==> src/spq_pkg.sv <==
`default_nettype none

package spq_pkg;

   localparam int CAPACITY = 64;
   localparam int KEY_W    = 32;
   localparam int CNT_W    = $clog2(CAPACITY + 1);

   typedef enum logic [0:0] {
      MODE_INSERT = 1'b0,
      MODE_REMOVE = 1'b1
   } mode_type;

   typedef enum logic [1:0] {
      ST_DONE  = 2'd0,
      ST_FULL  = 2'd1,
      ST_EMPTY = 2'd2
   } status_type;

   // per-cycle command broadcast to every cell
   typedef struct packed {
      logic                    shift_in;
      logic                    shift_out;
      logic signed [KEY_W-1:0] key;
   } cell_ctrl_type;

   typedef struct packed {
      status_type              status;
      logic signed [KEY_W-1:0] removed_value;
      logic signed [KEY_W-1:0] front_value;
      logic [CNT_W-1:0]        entry_count;
      logic                    is_empty;
      logic                    is_full;
   } rsp_type;

endpackage

`default_nettype wire

==> src/spq_cell.sv <==
`default_nettype none

module spq_cell
   import spq_pkg::*;
(
   input  wire logic                    clock,
   input  wire cell_ctrl_type           ctrl,
   input  wire logic                    occupied,
   input  wire logic signed [KEY_W-1:0] prev_val,
   input  wire logic                    prev_gt,
   input  wire logic signed [KEY_W-1:0] next_val,
   output logic signed [KEY_W-1:0]      cell_val,
   output logic signed [KEY_W-1:0]      cell_next,
   output logic                         cell_gt
);

   logic signed [KEY_W-1:0] val_ff;
   logic signed [KEY_W-1:0] val_in;

   assign cell_gt  = occupied & (val_ff > ctrl.key);
   assign cell_val = val_ff;

   always_comb begin
      val_in = val_ff;
      if (ctrl.shift_in) begin
         // take the left neighbor when it moves up, else drop the key in at the boundary
         if (prev_gt) begin
            val_in = prev_val;
         end else if (cell_gt || !occupied) begin
            val_in = ctrl.key;
         end
      end else if (ctrl.shift_out) begin
         val_in = next_val;
      end
   end

   assign cell_next = val_in;

   always_ff @(posedge clock) begin
      val_ff <= val_in;
   end

endmodule

`default_nettype wire

==> config.mk <==
export PLATFORM = sky130hd
export DESIGN_NAME = spq_cell
export DESIGN_NICKNAME = d
export VERILOG_FILES = /design/src/spq_pkg.sv /design/src/spq_cell.sv
export SDC_FILE = /design/constraint.sdc
export NUM_CORES = 1
export LEC_CHECK = 0
export BUFFER_PORTS_ARGS = -buffer_cell sky130_fd_sc_hd__buf_2
export CORE_MARGIN = 2
export CORE_UTILIZATION = 45
export DETAILED_ROUTE_END_ITERATION = 8
export PLACE_DENSITY = 0.81
export SKIP_LAST_GASP = 1
export SLEW_MARGIN = 10
export SYNTH_ARGS = -nofsm -noshare
export SYNTH_HDL_FRONTEND = slang
export SYNTH_SLANG_ARGS = --single-unit
==> constraint.sdc <==
create_clock -name clock -period 4.24 [get_ports clock]
set_input_delay 0.848 -clock clock [delete_from_list [all_inputs] [get_ports clock]]
set_output_delay 0.848 -clock clock [all_outputs]
set_load 0.03 [all_outputs]
# Word level (Yosys, flattened, before mapping)
# Cells that the tools add are included.
# totals
word_cells	9
out_inout_bits	65
latchBits	0
regBits	32
inputBits	101
n_memories	0
mem_bits_ro	0
ram_bits	0
# classes
div	0
n_mul	0
reduce_logical	2
eq_ne	0
n_shift	0
muxes	4
n_addsub	0
n_lt_le_gt_ge	1
n_bitwise	1
# op_table
cell	n
32-bit 2-to-1 mux	4
32-bit > comparator	1
1-bit AND	1
1-bit logical NOT	1
1-bit logical OR	1

# Logic depth before layout (Yosys ltp)
# logic_depth
ltp_word	6
ltp_mapped	10
mapped_depth_nobuf	9

# Worst setup path after synthesis
# Ideal clock, no wire load.
# synth_timing
path_kind	input-to-output
startpoint	in ctrl[31] in the netlist's numbering
endpoint	out cell_next[10]
t_arrival_ns	3.237
cell_stages	10
setup_slack_ns	0.155
path_cell_list	inv_1 ha_1 nand4_2 nor3_2 a211o_1 or3_4 o211ai_4 buf_12 mux2i_1 a31oi_1
# synth_via
elab_chain_len	6
# synth_rtl
item	line	text
start: declaration	spq_cell.sv:7	input wire cell_ctrl_type ctrl,
32-bit > comparator	spq_cell.sv:20	assign cell_gt = occupied & (val_ff > ctrl.key);
1-bit AND	spq_cell.sv:20	
1-bit logical OR	spq_cell.sv:29	end else if (cell_gt || !occupied) begin
32-bit 2-to-1 mux	spq_cell.sv:29	
32-bit 2-to-1 mux	spq_cell.sv:27	if (prev_gt) begin
32-bit 2-to-1 mux	spq_cell.sv:25	if (ctrl.shift_in) begin
end: declaration	spq_cell.sv:13	output logic signed [KEY_W-1:0] cell_next,
# Every way passes these cells.

# Final worst setup path
# layout_timing
startpoint	in ctrl[5] in the netlist's numbering
endpoint	out cell_next[23]
# Same word-level chain as after synthesis.

==> metrics.csv <==
stage,metric,value,unit
synthesis,post-synth top area share,21.7,%
synthesis,Synth Instances,338,
floorplan,Die Ht,85.0,um
drt,First-pass DRT Iterations,4,
drt,Routed Antenna Nets,0,
worst_hold_path,min-delay src,cell_val[16],
cts,Num CTS Buffers,5,
drt,final WL,8.51,mm
floorplan,Die ar.,0.00722,mm^2
worst_setup_path,Critical Path AT,3.31,ns
grt,vias in the first global route,3032,
worst_setup_path,crit path max fanout,8,
cells_and_area,max FFs per register,32,
worst_setup_path,"Req. time, crit path",3.39,ns
timing,max-slew violation count,0,
power_and_ir_drop,peak supply drop,0.205,mV
cts,Post-CTS Hold Fix Bufs,0,
cts,worst skew pair latency,0.29,ns
drt,DRT iter0 DRCs,105,
drt,Via Count,3217,
timing,Max Clk Rate,0.241,GHz
grt,largest net degree at the start of global routing,65,
cells_and_area,Ant. Diodes,0,
synthesis,distinct cell type count after synthesis,34,
power_and_ir_drop,Static Leakage,0.00197,uW
power_and_ir_drop,clock share of power,16.5,%
power_and_ir_drop,Seq pwr share,27.0,%
timing,Fin Setup TNS,0,ns
worst_setup_path,crit path launch type,input port,
cells_and_area,share of layout cells above drive strength 1,46.3,%
drt,drt via density,5.55,
cts,Clock transition at path regs,0.07,ns
synthesis,Mean Syn Cell Area,8.73,um^2
drt,DRC viols,0,
floorplan,core area,0.00635,mm^2
placed_design,GP Congestion,0.825,
status,status,"finished, final reports clean",
synthesis,most area-consuming cells after synthesis,"dfxtp_1 (22%), ha_1 (14%), mux2_2 (11%)",
power_and_ir_drop,Gate power share,56.5,%
synthesis,synthesized flop and latch total,32,
timing,Final Skew,0.00739,ns
synthesis,Commonest cells post-synth,"inv_1 (33), mux2i_1 (33), dfxtp_1 (32), ha_1 (32)",
grt,grt ovf,0,
timing,minimum clock period,4.16,ns
placed_design,DP HPWL,6.51,mm
cells_and_area,nets,635,
floorplan,I/O Pins,166,
synthesis,yosys warns,0,
power_and_ir_drop,Net Sw Frac,44.6,%
worst_hold_path,worst hold stages,2,
cts,H-tree depth,2,
floorplan,Die Width,85.0,um
worst_setup_path,Crit Path Class,in -> out,
worst_setup_path,Reg-to-Reg Start,cell_val[31],
worst_hold_path,worst min-delay path class,reg -> reg,
power_and_ir_drop,P_int,841,uW
power_and_ir_drop,PD cells,372,mW/mm^2
timing,final worst-path cycle share,98.0,%
synthesis,"EDFF count, synth",0,
cts,CTS tree,built,
grt,Tot GR Track Use,22.5,%
worst_setup_path,worst setup path start,ctrl[5],
cells_and_area,Area Overhead vs Synth,38.5,%
power_and_ir_drop,P_sw,677,uW
placed_design,I/O Buffers,165,
run,max capacitance violation total,0,
synthesis,Mapped Area,0.00295,mm^2
cts,CTS root buffer,clkbuf_8,
timing,final worst slack,0.0829,ns
synthesis,Post-Syn Nets,471,
floorplan,num rows,29,
worst_setup_path,R2R depth,10,
synthesis,top cell type by total area after synthesis,dfxtp_1,
synthesis,async set or reset register ratio after synthesis,0,%
cts,Max clock buf depth,2,
cts,CTS sink cnt,32,
timing,endpoints failing setup,0,
floorplan,Starting Density,46.5,%
worst_setup_path,Worst setup EP type,output pin,
cells_and_area,fill cell count,539,
drt,Routed WL per cell,14.7,um
timing,Final Hold Vio Count,0,
grt,first-pass GRT wire length,13.5,mm
timing,Slew @ Worst Pin,0.781,ns
grt,initial antenna violation count,0,
synthesis,ys flop type,dfxtp_1,
timing,Slew headroom,47.9,%
synthesis,sequential share of the synthesized area,21.7,%
placed_design,Setup Slack @ Placement,0.0702,ns
==> per-layer routing <==
metal	wire length [um]	vias to the layer above	track usage [%]
li1	-	1597	-
met1	3470	1493	26.7
met2	4450	125	40.6
met3	578	2	5.16
met5	0	-	0
met4	19	0	6.06
==> final cells by class <==
cell class	count	area (um^2)	area share, %
clock buffer	8	90.1	2.21
multi-input combinational	253	2150	52.5
inverter	33	124	3.03
tap	77	96.3	2.36
timing repair buffer	177	988	24.2
sequential	32	641	15.7
==> worst paths after layout <==
kind | to | slack, ns
worst max-delay path | cell_next[23] | 0.08
worst min-delay path | cell_val[16] | 0.63
worst min register to register | cell_val[16] | 0.63
worst max register to register | cell_val[17] | 1.53
==> worst max-delay path, stage by stage <==
cell       delay [ns]
buf_2            0.09
inv_1            0.04
ha_1             0.31
a21oi_2          0.14
o21ai_1          0.10
o2bb2ai_1        0.13
o41a_2           0.52
o211ai_4         0.31
clkbuf_16        0.24
mux2i_1          0.21
a31oi_1          0.12
clkbuf_4         0.23
==> placed cells by master (no fill, tap or decap), types with 3 or more instances in the layout <==
master / n
a21oi_1: 10
a21oi_2: 4
a31oi_1: 30
buf_2: 153
buf_4: 19
clkbuf_8: 6
dfxtp_1: 32
ha_1: 28
ha_4: 3
inv_1: 33
mux2_2: 30
mux2i_1: 31
nand2_1: 9
nand2b_1: 31
nand3_1: 3
nand4_1: 6
nor2_1: 4
o21ai_0: 4
o22ai_1: 31
==> per-stage QoR <==
step / instance area (um^2) / cells / utilization, % / power, uW / hold slack, ns
2_1_floorplan: 2950 / 338 / - / 989 / 0.899
3_5_place_dp: 3820 / 566 / 60.1 / 1210 / 0.613
6_report: 4090 / 580 / 64.3 / 1520 / 0.635
3_3_place_gp: 3820 / 566 / 60.1 / 1190 / 0.604
5_1_grt: 4090 / 580 / 64.3 / 1620 / 0.663
4_1_cts: 3910 / 574 / 61.6 / 1460 / 0.629
==> kinds of logic after synthesis <==
| family | count (synthesis) | share of synthesized area, % |
|---|---|---|
| buffers and inverters | 53 | 8.40 |
| adder cells (fa/ha/maj) | 32 | 13.6 |
| flip-flops | 32 | 21.7 |
| AND/OR/NAND/NOR | 64 | 13.1 |
| XOR/XNOR | 1 | 0.297 |
| AO/OA/AOI/OAI | 93 | 20.3 |
| multiplexers | 63 | 22.6 |
==> power by group through the flow <==
stage,clock [uW],combinational (uW),sequential [uW]
2_1_floorplan,0,485,504
3_3_place_gp,0,781,411
3_5_place_dp,0,796,414
4_1_cts,256,800,408
5_1_grt,272,925,419
6_report,251,858,410
==> timing repair <==
item / CTS / global route
setup endpoints to repair: 0 / 26
gates resized for setup: 0 / 32
setup buffers: 0 / 5
Note: power is estimated with default switching activity, not from simulation.
