File: config.mk
export PLATFORM = sky130hd
export DESIGN_NAME = spq_rsp_buf
export DESIGN_NICKNAME = d
export VERILOG_FILES = /design/src/spq_pkg.sv /design/src/spq_rsp_buf.sv
export SDC_FILE = /design/constraint.sdc
export NUM_CORES = 1
export LEC_CHECK = 0
export ABC_AREA = 1
export BUFFER_PORTS_ARGS = -buffer_cell sky130_fd_sc_hd__buf_2
export CORE_MARGIN = 3
export CORE_UTILIZATION = 34
export DETAILED_ROUTE_END_ITERATION = 8
export PLACE_DENSITY_LB_ADDON = 0.08
export SETUP_SLACK_MARGIN = 0.2
export SLEW_MARGIN = 20
export SYNTH_ARGS = -nofsm -noshare
export SYNTH_HDL_FRONTEND = slang
export SYNTH_SLANG_ARGS = --single-unit
File: constraint.sdc
create_clock -name clock -period 9.5 [get_ports clock]
set_clock_uncertainty 0.1 [all_clocks]
set_input_delay 1.9 -clock clock [delete_from_list [all_inputs] [get_ports clock]]
set_output_delay 1.9 -clock clock [all_outputs]
set_load 0.05 [all_outputs]
File: src/spq_pkg.sv
`default_nettype none

package spq_pkg;

   localparam int CAPACITY = 64;
   localparam int KEY_W    = 32;
   localparam int CNT_W    = $clog2(CAPACITY + 1);

   typedef enum logic [0:0] {
      MODE_INSERT = 1'b0,
      MODE_REMOVE = 1'b1
   } mode_type;

   typedef enum logic [1:0] {
      ST_DONE  = 2'd0,
      ST_FULL  = 2'd1,
      ST_EMPTY = 2'd2
   } status_type;

   // per-cycle command broadcast to every cell
   typedef struct packed {
      logic                    shift_in;
      logic                    shift_out;
      logic signed [KEY_W-1:0] key;
   } cell_ctrl_type;

   typedef struct packed {
      status_type              status;
      logic signed [KEY_W-1:0] removed_value;
      logic signed [KEY_W-1:0] front_value;
      logic [CNT_W-1:0]        entry_count;
      logic                    is_empty;
      logic                    is_full;
   } rsp_type;

endpackage

`default_nettype wire

File: src/spq_rsp_buf.sv
`default_nettype none

module spq_rsp_buf
   import spq_pkg::*;
(
   input  wire logic    clock,
   input  wire logic    reset,
   input  wire logic    push,
   input  wire rsp_type push_item,
   output logic         buf_full,
   output logic         rsp_valid,
   input  wire logic    rsp_stall,
   output rsp_type      rsp_item
);

   rsp_type     mem_ff [2];
   logic        wr_ptr_ff;
   logic        rd_ptr_ff;
   logic [1:0]  cnt_ff;
   logic        pop;

   assign rsp_valid = (cnt_ff != 2'd0);
   assign buf_full  = (cnt_ff == 2'd2);
   assign pop       = rsp_valid & ~rsp_stall;
   assign rsp_item  = mem_ff[rd_ptr_ff];

   always_ff @(posedge clock) begin
      if (reset) begin
         wr_ptr_ff <= 1'b0;
         rd_ptr_ff <= 1'b0;
         cnt_ff    <= 2'd0;
      end else begin
         if (push) begin
            wr_ptr_ff <= ~wr_ptr_ff;
         end
         if (pop) begin
            rd_ptr_ff <= ~rd_ptr_ff;
         end
         cnt_ff <= cnt_ff + {1'b0, push} - {1'b0, pop};
      end
   end

   always_ff @(posedge clock) begin
      if (push) begin
         mem_ff[wr_ptr_ff] <= push_item;
      end
   end

endmodule

`default_nettype wire

Yosys cells after proc, flatten, opt, wreduce, memory -nomap -nowiden
Memories as Yosys holds them, arrays and structs flattened. A register that Yosys moved wholly into a read port is not among the register bits.
Cells that the tools add are included.
W data, S select, Z words.
- word-level logic and storage cells: 16
- output and inout bits: 77
- memories kept: 1
- register bits after elaboration: 4
- memory bits (writable): 150
- input port bits: 79
- mux-type cells: 4
- equality and inequality tests: 1
- add/sub/neg operators: 2
- bitwise gates (word level): 4
- reduce and logical (&&, ||, !) cells: 1
- memory list (memory ; words ; bits a word ; rd ports ; clocked after memory_dff ; wr ports ; RTL line ; text):
    mem_ff ; 2 ; 75 ; 1 ; 1 ; 1 ; spq_rsp_buf.sv:16 ; rsp_type mem_ff [2];
- operators with widths (cell ; count):
    $mux W1 ; 4
    $not A1 Y1 ; 3
    $add A2 B1 Y2 ; 1
    $eq A2 B2 Y1 const B ; 1
    $reduce_bool A2 Y1 ; 1
    $sub A2 B1 Y2 ; 1
    $and A1 B1 Y1 ; 1

Logic depth before layout (Yosys ltp)
Gate-level depths: netlist (run 1).
- word-level depth: 4
- depth in mapped cells: 10
- gate-level depth less buffers: 10

Worst setup path after synthesis (run 1)
OpenSTA, ideal clock, no wires.
- kind: in2reg
- start point: input push
- end point: memory mem_ff[0][0] in the netlist's numbering, enable pin
- arrival time: 5.083 ns
- path buffers: 0
- cell stages on the path: 2
- setup slack: 3.806 ns
- setup time: 0.511 ns
- required time: 8.889 ns
- path through: inv_1 -> nor2_1
- word-level cells in the longest chain between the ends: 2
- ends and longest elaborated chain (element ; RTL line ; text):
    start, declared ; spq_rsp_buf.sv:8 ; input wire logic push,
    $mux W1 ; spq_rsp_buf.sv:44 ; if (push) begin
    $mux W1 (implied by the code) ; spq_rsp_buf.sv:45 ; mem_ff[wr_ptr_ff] <= push_item;
    end, declared ; spq_rsp_buf.sv:16 ;
Every way passes these cells.

==> results.txt, run 1 <==
The count of pins over their slew limit came out at 0. The initial standard-cell utilization of the core is roughly a third. On the critical path, the stage with the largest delay is an instance of sky130_fd_sc_hd__dfxtp_4. Timing would allow up to 0.2220 GHz. The net count after synthesis is 350.

The min-delay analysis places its worst path in the category flop to flop. The run finished with clean final reports. The global-route wire length before repair came out at 16.13 mm. The die span in x is 137.2 um.

The number of library cell types mapped by synthesis came out at 13. The detailed placer's ending HPWL came out at 6.949 mm. The post-synthesis compound-gate area fraction came out at 0.08551%. Summed over all layers, the routed wires come to 10.88 mm. Buffers inserted to repair hold after CTS numbered 0. STA classifies the critical path endpoint as a primary output.

For the final routed database, the setup TNS stands at 0 ns. Total power for the finished layout comes to about 2.1 mW. The most used flip-flop cell after synthesis is sky130_fd_sc_hd__edfxtp_1. The number of antenna violations at the first check in global routing is 2. The final number of setup-violating endpoints is 0. In this run, post-CTS repair resized a total of 0 instances. Of the cells placed in the final design, the portion with a size suffix greater than 1 is approximately three fifths. The number of DRC markers after the initial detailed-route iteration is between 100 and 150.

For this design, the sink count on the clock tree is approximately 160. After synthesis, the share of flip-flops with an asynchronous set or reset is 0%. The CTS H-tree depth is 4. The combined area of all synthesized cells came out at 5853 um2. The number of setup buffers added after CTS is 0. approximately 160 I/O pins were placed. The average via count per standard cell is approximately 4.3. The number of global-route vias before repair came out at between 3000 and 4000. The multiplexer share of the synthesized area came out at ~18%. The max-capacitance violation count is 0. The warning count from the yosys run is 0.

CTS placed an instance of sky130_fd_sc_hd__clkbuf_16 at the clock tree root. The routability-driven placement congestion ratio is ~0.66. STA puts the critical path data arrival time at between 2 and 3 ns.

In the post-synthesis netlist, the biggest area contributors are sky130_fd_sc_hd__edfxtp_1 (77%), sky130_fd_sc_hd__mux2_4 (13%), sky130_fd_sc_hd__mux2_2 (4.8%), sky130_fd_sc_hd__dfxtp_1 (1.7%), sky130_fd_sc_hd__buf_6 (1.2%). The remaining design rule violation count is 0. For this design the ratio of total power to cell area is 275.3 nW/um2. The count of input and output buffers is 155. Sequential cells were found to cover approximately four fifths of the synthesized design area. In this run the worst path has a maximum fanout of 40. The worst setup path is launched from a flop.

The final hold violation count came out at 0. sky130_fd_sc_hd__edfxtp_1 is the most common cell in the netlist. The data required time at the worst endpoint came out at ~7.5 ns. The library cell with the largest summed area after synthesis is sky130_fd_sc_hd__edfxtp_1. Across every metal layer, demand over resource in global routing totals a little under an eighth. After Yosys synthesis, and, or, nand and nor cells account for about 1.3% of the synthesized area. The portion of the clock cycle consumed by the worst path in the final layout came out at 47.41%. Clock-pin slew was measured on the worst setup and hold paths at 0.06 ns. The deepest clock path buffer count came out at 2. The worst setup path is of the flop to primary output kind. Counting the fill cells in the layout gives between 1500 and 2000. The largest net degree at the start of global routing came out at 45.

After floorplanning, the core was divided into between 40 and 50 placement rows. The synthesized design contains 150 enable-type register cells. The adder and majority gate portion of the synthesized area is less than 1%.

The critical path goes through buf_4 -> mux2_2 -> buf_2. By count the netlist is led by sky130_fd_sc_hd__edfxtp_1 (150), sky130_fd_sc_hd__mux2_4 (50), sky130_fd_sc_hd__mux2_2 (25). The number of clock buffers inserted by TritonCTS is 17. The count of nets left with antenna violations once routing finished came out at 0. The die area is approximately 19000 um2. The number of antenna diodes in the final layout is 0. The average wire length per cell after detail routing is between 15 and 20 um. The synthesis-to-finish area growth is 27.55%. The combinational family with the most area after synthesis is multiplexers. The relative slew slack is approximately a third. The post-layout minimum cycle time is roughly 4.5 ns. The leakage component of the power came out at just under 3 nW.

Setup repair after global routing left no endpoint under its margin. The xor and xnor fraction of the mapped netlist area came out at 0%. The residual overflow from global routing came out at 0. The number of standard cells after synthesis is approximately 270. The later-pin clock latency in the skew report came out at approximately 0.41 ns. The biggest cell delay along the critical path is around 0.75 ns.

The die height came out at 137.2 um. TritonCTS built the clock tree. The slew of the pin with the lowest slew margin is 1.012 ns. The worst supply voltage drop on vdd came out at roughly 0.00012 V.

For this run, the detailed router's first-pass iteration total came to 4. Each instance of the synthesized netlist takes up on average about 22 um2. Synthesis inferred around 160 register bits. The area of the core region came out at 16700 um2. The final route contains approximately 2900 vias. The top cell type's share of synthesized area is about three quarters. The number of nets in the layout is approximately 520.
[per-layer routing]
layer  global-route usage [%]  routed length [um]
met4                    5.599                 195
met2                    18.31                5243
met1                    13.59                4447
met5                        0                  27
met3                    5.661                 963
[path summary, 6_finish.rpt]
| kind | cells past startpoint | end | slack, ns | start |
|---|---|---|---|---|
| max | 3 | rsp_item[4] | 5.00 | flop |
| min | 2 | flop | 0.40 | rd_ptr_ff |
| max reg2reg | 2 | mem_ff[0][32] | 7.22 | wr_ptr_ff |
| min reg2reg | 2 | flop | 0.40 | rd_ptr_ff |
[state kept, by name, summed over array words and instances, names as in the netlist, named ones only]
| register | flops |
|---|---|
| cnt_ff | 2 |
| mem_ff | 150 |
| rd_ptr_ff | 1 |
| wr_ptr_ff | 1 |
[area by class of cell]
class / instances / area [um2] / area share, %
multi-input combinational: 97 / 1145 / 15.33
tap: 220 / 275.3 / 3.687
inverter: 9 / 35.03 / 0.4692
sequential: 155 / 4608 / 61.72
clock buffer: 17 / 425.4 / 5.698
clock inverter: 14 / 178.9 / 2.397
timing repair buffer: 158 / 798.3 / 10.69
[worst max-delay path: cells and delay by family (launching register included)]
kind / cells / cell delay, ns
flip-flops: 1 / 0.75
buffers and inverters: 2 / 0.92
multiplexers: 1 / 0.41
[stage by stage]
| step | util (%) | area [um2] | hold slack, ns | instances | setup slack (ns) |
|---|---|---|---|---|---|
| after floorplan | - | 5853 | 0.3675 | 269 | 3.806 |
| after global placement | 41.08 | 6862 | 0.3909 | 639 | 5.366 |
| after detailed placement | 41.08 | 6862 | 0.3809 | 639 | 5.351 |
| after CTS | 44.70 | 7466 | 0.4081 | 670 | 4.897 |
| after global routing | 44.70 | 7466 | 0.4444 | 670 | 4.826 |
| final | 44.70 | 7466 | 0.4050 | 670 | 4.996 |
[layout by cell type (no fill, tap or decap)]
master	netlist	layout
sky130_fd_sc_hd__mux2_4	50	50
sky130_fd_sc_hd__mux2_2	25	25
sky130_fd_sc_hd__nand3_1	2	2
sky130_fd_sc_hd__ha_1	2	2
sky130_fd_sc_hd__a21oi_1	1	1
sky130_fd_sc_hd__buf_4	0	3
sky130_fd_sc_hd__clkbuf_16	0	17
sky130_fd_sc_hd__dfxtp_1	5	4
sky130_fd_sc_hd__clkinv_1	0	2
sky130_fd_sc_hd__nor2_1	10	9
sky130_fd_sc_hd__bufinv_16	0	4
sky130_fd_sc_hd__edfxtp_1	150	150
sky130_fd_sc_hd__dfxtp_4	0	1
sky130_fd_sc_hd__nor3_1	1	1
sky130_fd_sc_hd__nor2_4	0	1
sky130_fd_sc_hd__clkinv_2	0	5
sky130_fd_sc_hd__inv_1	9	8
sky130_fd_sc_hd__clkinv_4	0	1
sky130_fd_sc_hd__clkinvlp_4	0	3
sky130_fd_sc_hd__buf_2	2	155
sky130_fd_sc_hd__nand2_1	6	6
[power breakdown]
group,leakage [nW],switching [mW],internal (mW)
registers,1.45,0.0328,0.797
logic,1.18,0.365,0.174
clock network,0.289,0.252,0.434
[logic make-up after synthesis]
family,after synthesis
compound gates,1
fa+ha+maj,2
buf+inv,17
flops,155
mux,75
simple gates,19
(Power assumes the default switching activity.)
==> run 2: changes to the inputs <==
clock period = 4.5 ns   (was 9.5 ns; I/O delays follow)
==> run 2 against run 1 <==
Effect of this change:
- worst setup slack got worse by 3.7 ns
- highest routed layer unchanged
- final area increased by 0.64%
- flip-flop and latch count unchanged
- sequential share of layout area decreased by 0.39 points
- global-route usage decreased by 0.28 points
- worst hold slack improved by 0.0056 ns
==> results.txt, run 2 (synthesis gave the netlist of run 1 again) <==
The synthesis-to-finish area growth is 28.37% (was 27.55%). The data arrival time of the worst path is 2.16 ns (was 2.50 ns). The count of standard-cell rows is 47 (unchanged). The die area is 18830 um2 (unchanged). The number of flip-flops in the largest register came out at 150 (unchanged). The setup total negative slack came out at 0 ns (unchanged). Largest registers: mem_ff (150), cnt_ff (2) (unchanged). The remaining design rule violation count is 0 (unchanged). The residual overflow from global routing is 0 (unchanged). The deepest clock path buffer count is 2 (unchanged). The worst supply voltage drop on vdd came out at 0.0003019 V (was 0.0001191 V).

The average via count per standard cell is 4.304 (was 4.334). The number of DRC markers after the initial detailed-route iteration came out at 110 (unchanged). The area of combinational cells with multiple inputs came out at 1145 um2 (unchanged). The slew of the pin with the lowest slew margin came to 0.7938 ns (was 1.012 ns). The ratio of cells with drive above 1 in the final layout was 58.41% (was 58.89%). The root buffer selected by CTS is sky130_fd_sc_hd__clkbuf_16 (unchanged).

The global-route wire length before repair is 15.66 mm (was 16.13 mm). The overall power is 4.396 mW (was 2.055 mW). The number of antenna violations at the first check in global routing came out at 3 (was 2). The number of buffers added for setup after CTS was 0 (unchanged). The commonest non-fill, non-tap cell in the layout is sky130_fd_sc_hd__buf_2 (unchanged). The ratio of total power to cell area was 585.0 nW/um2 (was 275.3 nW/um2). The portion of the clock cycle consumed by the worst path in the final layout is around 70%.

The total wire length after detailed routing is 10.63 mm (was 10.88 mm). The initial standard-cell utilization of the core came out at 35.05% (unchanged). The final hold violation count came out at 0 (unchanged). The relative slew slack came out at 47.08% (was 32.35%). The largest register by flop count is mem_ff (unchanged). The CTS tree is built (unchanged). The area of the core region is 16700 um2 (unchanged). The type of destination of the critical path was a primary output (unchanged). The utilization of the core after routing is 44.99% (was 44.70%). The vias after detailed routing came out at 2892 (was 2904). The total clock sinks is 155 (unchanged). The clock transition at the registers of the reported paths is 0.06 ns (about the same). Top library cells by usage in the layout, fill and taps aside: sky130_fd_sc_hd__buf_2 (155), sky130_fd_sc_hd__edfxtp_1 (150), sky130_fd_sc_hd__mux2_4 (50), sky130_fd_sc_hd__mux2_2 (25), sky130_fd_sc_hd__clkbuf_16 (17) (unchanged).

The data required time at the worst endpoint is 3.50 ns (was 7.50 ns). The biggest fanout along the worst timing path was 39 (was 40). The number of global-route vias before repair is 2955 (was 3094).

The critical path startpoint category is a flop (unchanged). The CTS H-tree depth is 4 (unchanged). The post-route cell area is 7513 um2 (was 7466 um2).

The maximum achievable frequency is 0.3169 GHz. The count of pins over their slew limit came out at 0 (unchanged). The length of the first detailed-routing pass in iterations came out at 4 (unchanged).

The count of input and output buffers came out at 155 (unchanged). The overall routing resource usage is 11.45% (was 11.73%). The number of clock buffers inserted by TritonCTS is 17 (unchanged). The die span in x came out at 137.2 um (unchanged). The worst-case setup margin in the final layout is 1.344 ns (was 4.996 ns).

The number of nets in the layout is 520 (was 519). The later-pin clock latency in the skew report came to 0.41 ns (about the same). The die height is 137.2 um (unchanged). RSZ-0062 raised after global routing: no (unchanged).

The type of the most critical hold path is flop to flop (unchanged). The number of nets still failing antenna checks after routing came out at 0 (unchanged). The routability-driven placement congestion ratio came to 0.7303 (was 0.6555). The count of fill cells added during filler insertion came out at 1502 (was 1512). The category of the critical setup timing path is flop to primary output (unchanged).

The average wire length per cell after detail routing came out at 15.82 um (was 16.23 um). The number of antenna diodes is 0 (unchanged). The post-layout minimum cycle time is roughly 3.2 ns. The number of primary I/O pins was 156 (unchanged). The storage element area is 4608 um2 (unchanged). The number of buffers inserted for hold repair after clock tree synthesis came out at 0 (unchanged). The minimum setup slack after placement is 1.709 ns (was 5.351 ns). The detailed placer's ending HPWL is 6.979 mm (was 6.949 mm). Outcome: finished, final reports clean (unchanged). The leakage component of the power came out at 2.938 nW (was 2.920 nW). The number of instances resized during post-cts repair came out at 0 (unchanged). The standard cell area after detailed placement is 6882 um2 (was 6862 um2).

The final number of setup-violating endpoints is 0 (unchanged). The max-capacitance violation count is 0 (unchanged). The largest net degree at the start of global routing is 43 (was 45).
## run 2: cell types whose count changed in the layout (fill, tap and decap cells not counted), sizes merged
cell,before,now
buf,158,159
bufinv,4,5
clkbuf,17,19
clkinv,8,7
clkinvlp,3,2
## run 2: layout make-up
cell class,count,area share [%]
tap,220,3.664
multi-input combinational,97,15.24
sequential,155,61.33
clock inverter,13,2.648
timing repair buffer,159,10.89
clock buffer,19,5.762
inverter,9,0.4663
## run 2: stage by stage
stage	hold WS, ns	instances
after global routing	0.4437	672
after CTS	0.4190	672
after detailed placement	0.4018	640
after floorplan	0.3675	269
after global placement	0.3889	640
final	0.4106	672
## run 2: per-layer routing
metal | wire length, um | global-route usage (%) | vias to the layer above
met3 | 1073 | 6.136 | 22
met5 | 36 | 0 | -
met2 | 5022 | 18.04 | 104
li1 | - | - | 1381
met1 | 4319 | 12.99 | 1379
met4 | 179 | 4.823 | 6
## run 2: power by group
group,internal (mW),leakage (nW),total (mW),switching [mW]
Clock,0.979,0.300,1.51,0.527
Sequential,1.68,1.45,1.75,0.0691
Combinational,0.371,1.19,1.14,0.767
Total,3.03,2.94,4.40,1.36
## run 2: critical path, stage by stage, from the launching register on
cell,delay (ns)
sky130_fd_sc_hd__dfxtp_4,0.76
sky130_fd_sc_hd__buf_12,0.38
sky130_fd_sc_hd__mux2_2,0.38
sky130_fd_sc_hd__buf_2,0.21
## run 2: worst paths after layout
kind	end	slack (ns)	from	cells after the start
worst max-delay path	rsp_item[12]	1.34	flop	3
worst max register to register	mem_ff[1][11]	2.42	wr_ptr_ff	3
worst min register to register	rd_ptr_ff	0.41	rd_ptr_ff	2
worst min-delay path	rd_ptr_ff	0.41	rd_ptr_ff	2
==> run 3: changes to the inputs <==
clock period = 3.1 ns   (was 4.5 ns; I/O delays follow)
==> run 3 against run 2 <==
Effect of this change:
- final area grew 0.80%
- combinational power grew 48%
- worst setup slack lost 0.97 ns
- clock power grew 51%
- sequential power grew 45%
- wire length grew 2.9%
- critical path depth is the same
- worst hold slack lost 0.12 ns
- critical endpoint is now rsp_item[11]
==> results.txt, run 3 (synthesis gave the netlist of run 1 again) <==
The final hold violation count was 0 (unchanged). The total wire length after detailed routing is 10.95 mm (was 10.63 mm). The biggest fanout along the worst timing path came to 31 (was 39). The type of the most critical hold path is input port to flop (was flop to flop). The detailed placer's ending HPWL came to 7.054 mm (was 6.979 mm). The die span in x is 137.2 um (unchanged). The total clock sinks is 155 (unchanged).

The largest register by flop count is mem_ff (unchanged). The slew of the pin with the lowest slew margin is 0.5784 ns (was 0.7938 ns). The data required time at the worst endpoint is 2.38 ns (was 3.50 ns). Top library cells by usage in the layout, fill and taps aside: sky130_fd_sc_hd__buf_2 (155), sky130_fd_sc_hd__edfxtp_1 (150), sky130_fd_sc_hd__mux2_4 (50), sky130_fd_sc_hd__mux2_2 (25), sky130_fd_sc_hd__clkbuf_16 (17) (unchanged).

The count of input and output buffers is 155 (unchanged). RSZ-0062 raised after global routing: no (unchanged). The die area is 18830 um2 (unchanged). The number of instances resized during post-cts repair is 0 (unchanged). The biggest cell delay along the critical path is 0.68 ns (was 0.76 ns). The data arrival time of the worst path was 2.00 ns (was 2.16 ns). The number of global-route vias before repair is 3119 (was 2955). The ratio of total power to cell area is 859.3 nW/um2 (was 585.0 nW/um2). The number of antenna violations at the first check in global routing came to 1 (was 3). The synthesis-to-finish area growth was 29.39% (was 28.37%). The number of clock buffers inserted by TritonCTS came out at 17 (unchanged). The later-pin clock latency in the skew report was 0.41 ns (about the same). The number of DRC markers after the initial detailed-route iteration was 149 (was 110).

The average wire length per cell after detail routing came to 16.24 um (was 15.82 um). The ratio of cells with drive above 1 in the final layout is 58.59% (was 58.41%). The area of the core region is 16700 um2 (unchanged). Dividing the final minimum period by the clock period gives just under 90%. The combined buffer and inverter count along the critical path came out at 2 (unchanged). The deepest clock path buffer count is 2 (unchanged).

The setup total negative slack is 0 ns (unchanged). The die height is 137.2 um (unchanged). Cell-by-cell listing of the critical path: buf_12 -> mux2_2 -> buf_2 (unchanged).

The CTS H-tree depth is 4 (unchanged). The number of nets still failing antenna checks after routing is 0 (unchanged). The worst supply voltage drop on vdd is 0.0004318 V (was 0.0003019 V). The initial standard-cell utilization of the core is 35.05% (unchanged). The number of flip-flops in the largest register came out at 150 (unchanged). The count of pins over their slew limit is 0 (unchanged).

The average via count per standard cell came out at 4.414 (was 4.304). The master of the slowest instance on the critical path is sky130_fd_sc_hd__dfxtp_4 (unchanged). The clock transition at the registers of the reported paths came to 0.06 ns (about the same).

Outcome: finished, final reports clean (unchanged). The relative slew slack came out at 61.44% (was 47.08%). The global-route wire length before repair came to 16.49 mm (was 15.66 mm). The number of buffers added for setup after CTS is 0 (unchanged). The number of antenna diodes is 0 (unchanged). The maximum achievable frequency is 0.3671 GHz. The clock period could shrink to between 2 and 3 ns. The type of destination of the critical path is a primary output (unchanged). The vias after detailed routing is 2975 (was 2892). The overall routing resource usage is 12.00% (was 11.45%). The count of standard-cell rows came out at 47 (unchanged). The number of nets in the layout was 522 (was 520). The routability-driven placement congestion ratio was 0.6768 (was 0.7303). The root buffer selected by CTS is sky130_fd_sc_hd__clkbuf_16 (unchanged). The max-capacitance violation count came out at 0 (unchanged). The remaining design rule violation count was 0 (unchanged). The gate family responsible for the most delay along the worst path is flip-flops (unchanged). The leakage component of the power came out at 2.974 nW (was 2.938 nW). The number of primary I/O pins is 156 (unchanged). The critical path startpoint category was a flop (unchanged).

The length of the first detailed-routing pass in iterations is 4 (unchanged). The final number of setup-violating endpoints came out at 0 (unchanged). The overall power came out at 6.508 mW (was 4.396 mW).

The residual overflow from global routing came out at 0 (unchanged). The count of fill cells added during filler insertion came out at 1499 (was 1502). The CTS tree is built (unchanged). The category of the critical setup timing path is flop to primary output (unchanged). The worst hold margin came out at 0.2929 ns (was 0.4106 ns). The largest net degree at the start of global routing came to 46 (was 43). The commonest non-fill, non-tap cell in the layout is sky130_fd_sc_hd__buf_2 (unchanged). The number of buffers inserted for hold repair after clock tree synthesis came out at 0 (unchanged). Largest registers: mem_ff (150), cnt_ff (2) (unchanged).
[run 3: cell count changes in the layout (fill, tap and decap cells not counted)]
cell                         previous run  this run
sky130_fd_sc_hd__clkinv_4               2         0
sky130_fd_sc_hd__clkbuf_1               2         1
sky130_fd_sc_hd__inv_6                  0         2
sky130_fd_sc_hd__clkinvlp_4             2         0
sky130_fd_sc_hd__bufinv_16              5         6
sky130_fd_sc_hd__clkinv_1               3         4
sky130_fd_sc_hd__clkinv_2               2         3
sky130_fd_sc_hd__buf_12                 1         3
[run 3: worst reg2reg max path, cell delays in order (launching register included)]
cell	delay, ns
sky130_fd_sc_hd__dfxtp_1	0.35
sky130_fd_sc_hd__nor2_1	0.05
sky130_fd_sc_hd__nor2_1	0.15
sky130_fd_sc_hd__ha_1	0.26
sky130_fd_sc_hd__inv_1	0.06
sky130_fd_sc_hd__ha_1	0.15
sky130_fd_sc_hd__inv_1	0.04
sky130_fd_sc_hd__nand2_1	0.08
sky130_fd_sc_hd__nand3_1	0.08
sky130_fd_sc_hd__nand2_1	0.08
sky130_fd_sc_hd__nor2_1	0.04
[run 3: power by group]
part           total (mW)  switching, mW  internal, mW
Sequential           2.53         0.0907          2.44
Clock                2.28          0.781          1.50
Combinational        1.69           1.14         0.556
[run 3: final timing paths]
kind              slack (ns)     startpoint            end  cells after the start
setup / recovery        0.38           flop   rsp_item[11]                      3
hold / removal          0.29  push_item[13]  mem_ff[0][13]                      1
hold reg to reg         0.42      rd_ptr_ff           flop                      2
setup reg to reg        1.56      cnt_ff[0]      cnt_ff[1]                     10
[run 3: routing by layer]
layer | GRT usage (%) | vias to the layer above | part of all wire [%]
li1 | - | 1388 | -
met1 | 14.78 | 1459 | 43
met2 | 18.94 | 107 | 48
met3 | 4.675 | 19 | 7.3
met4 | 4.989 | 2 | 1.5
met5 | 0 | - | 0.12
[run 3: final cells by class]
type	instances	area (um2)	share of cell area (%)
sequential	155	4608	60.85
inverter	9	35.03	0.4626
timing repair buffer	161	858.3	11.33
multi-input combinational	97	1145	15.12
clock inverter	14	222.7	2.941
clock buffer	18	429.2	5.667
tap	220	275.3	3.635
[run 3: per-stage QoR]
step / util, % / area [um2] / instances / setup slack (ns)
after floorplan: - / 5861 / 269 / 0.4283
after global placement: 41.44 / 6922 / 642 / 0.7863
after detailed placement: 41.44 / 6922 / 642 / 0.7756
after CTS: 45.35 / 7574 / 674 / 0.3158
after global routing: 45.35 / 7574 / 674 / 0.2588
final: 45.35 / 7574 / 674 / 0.3762
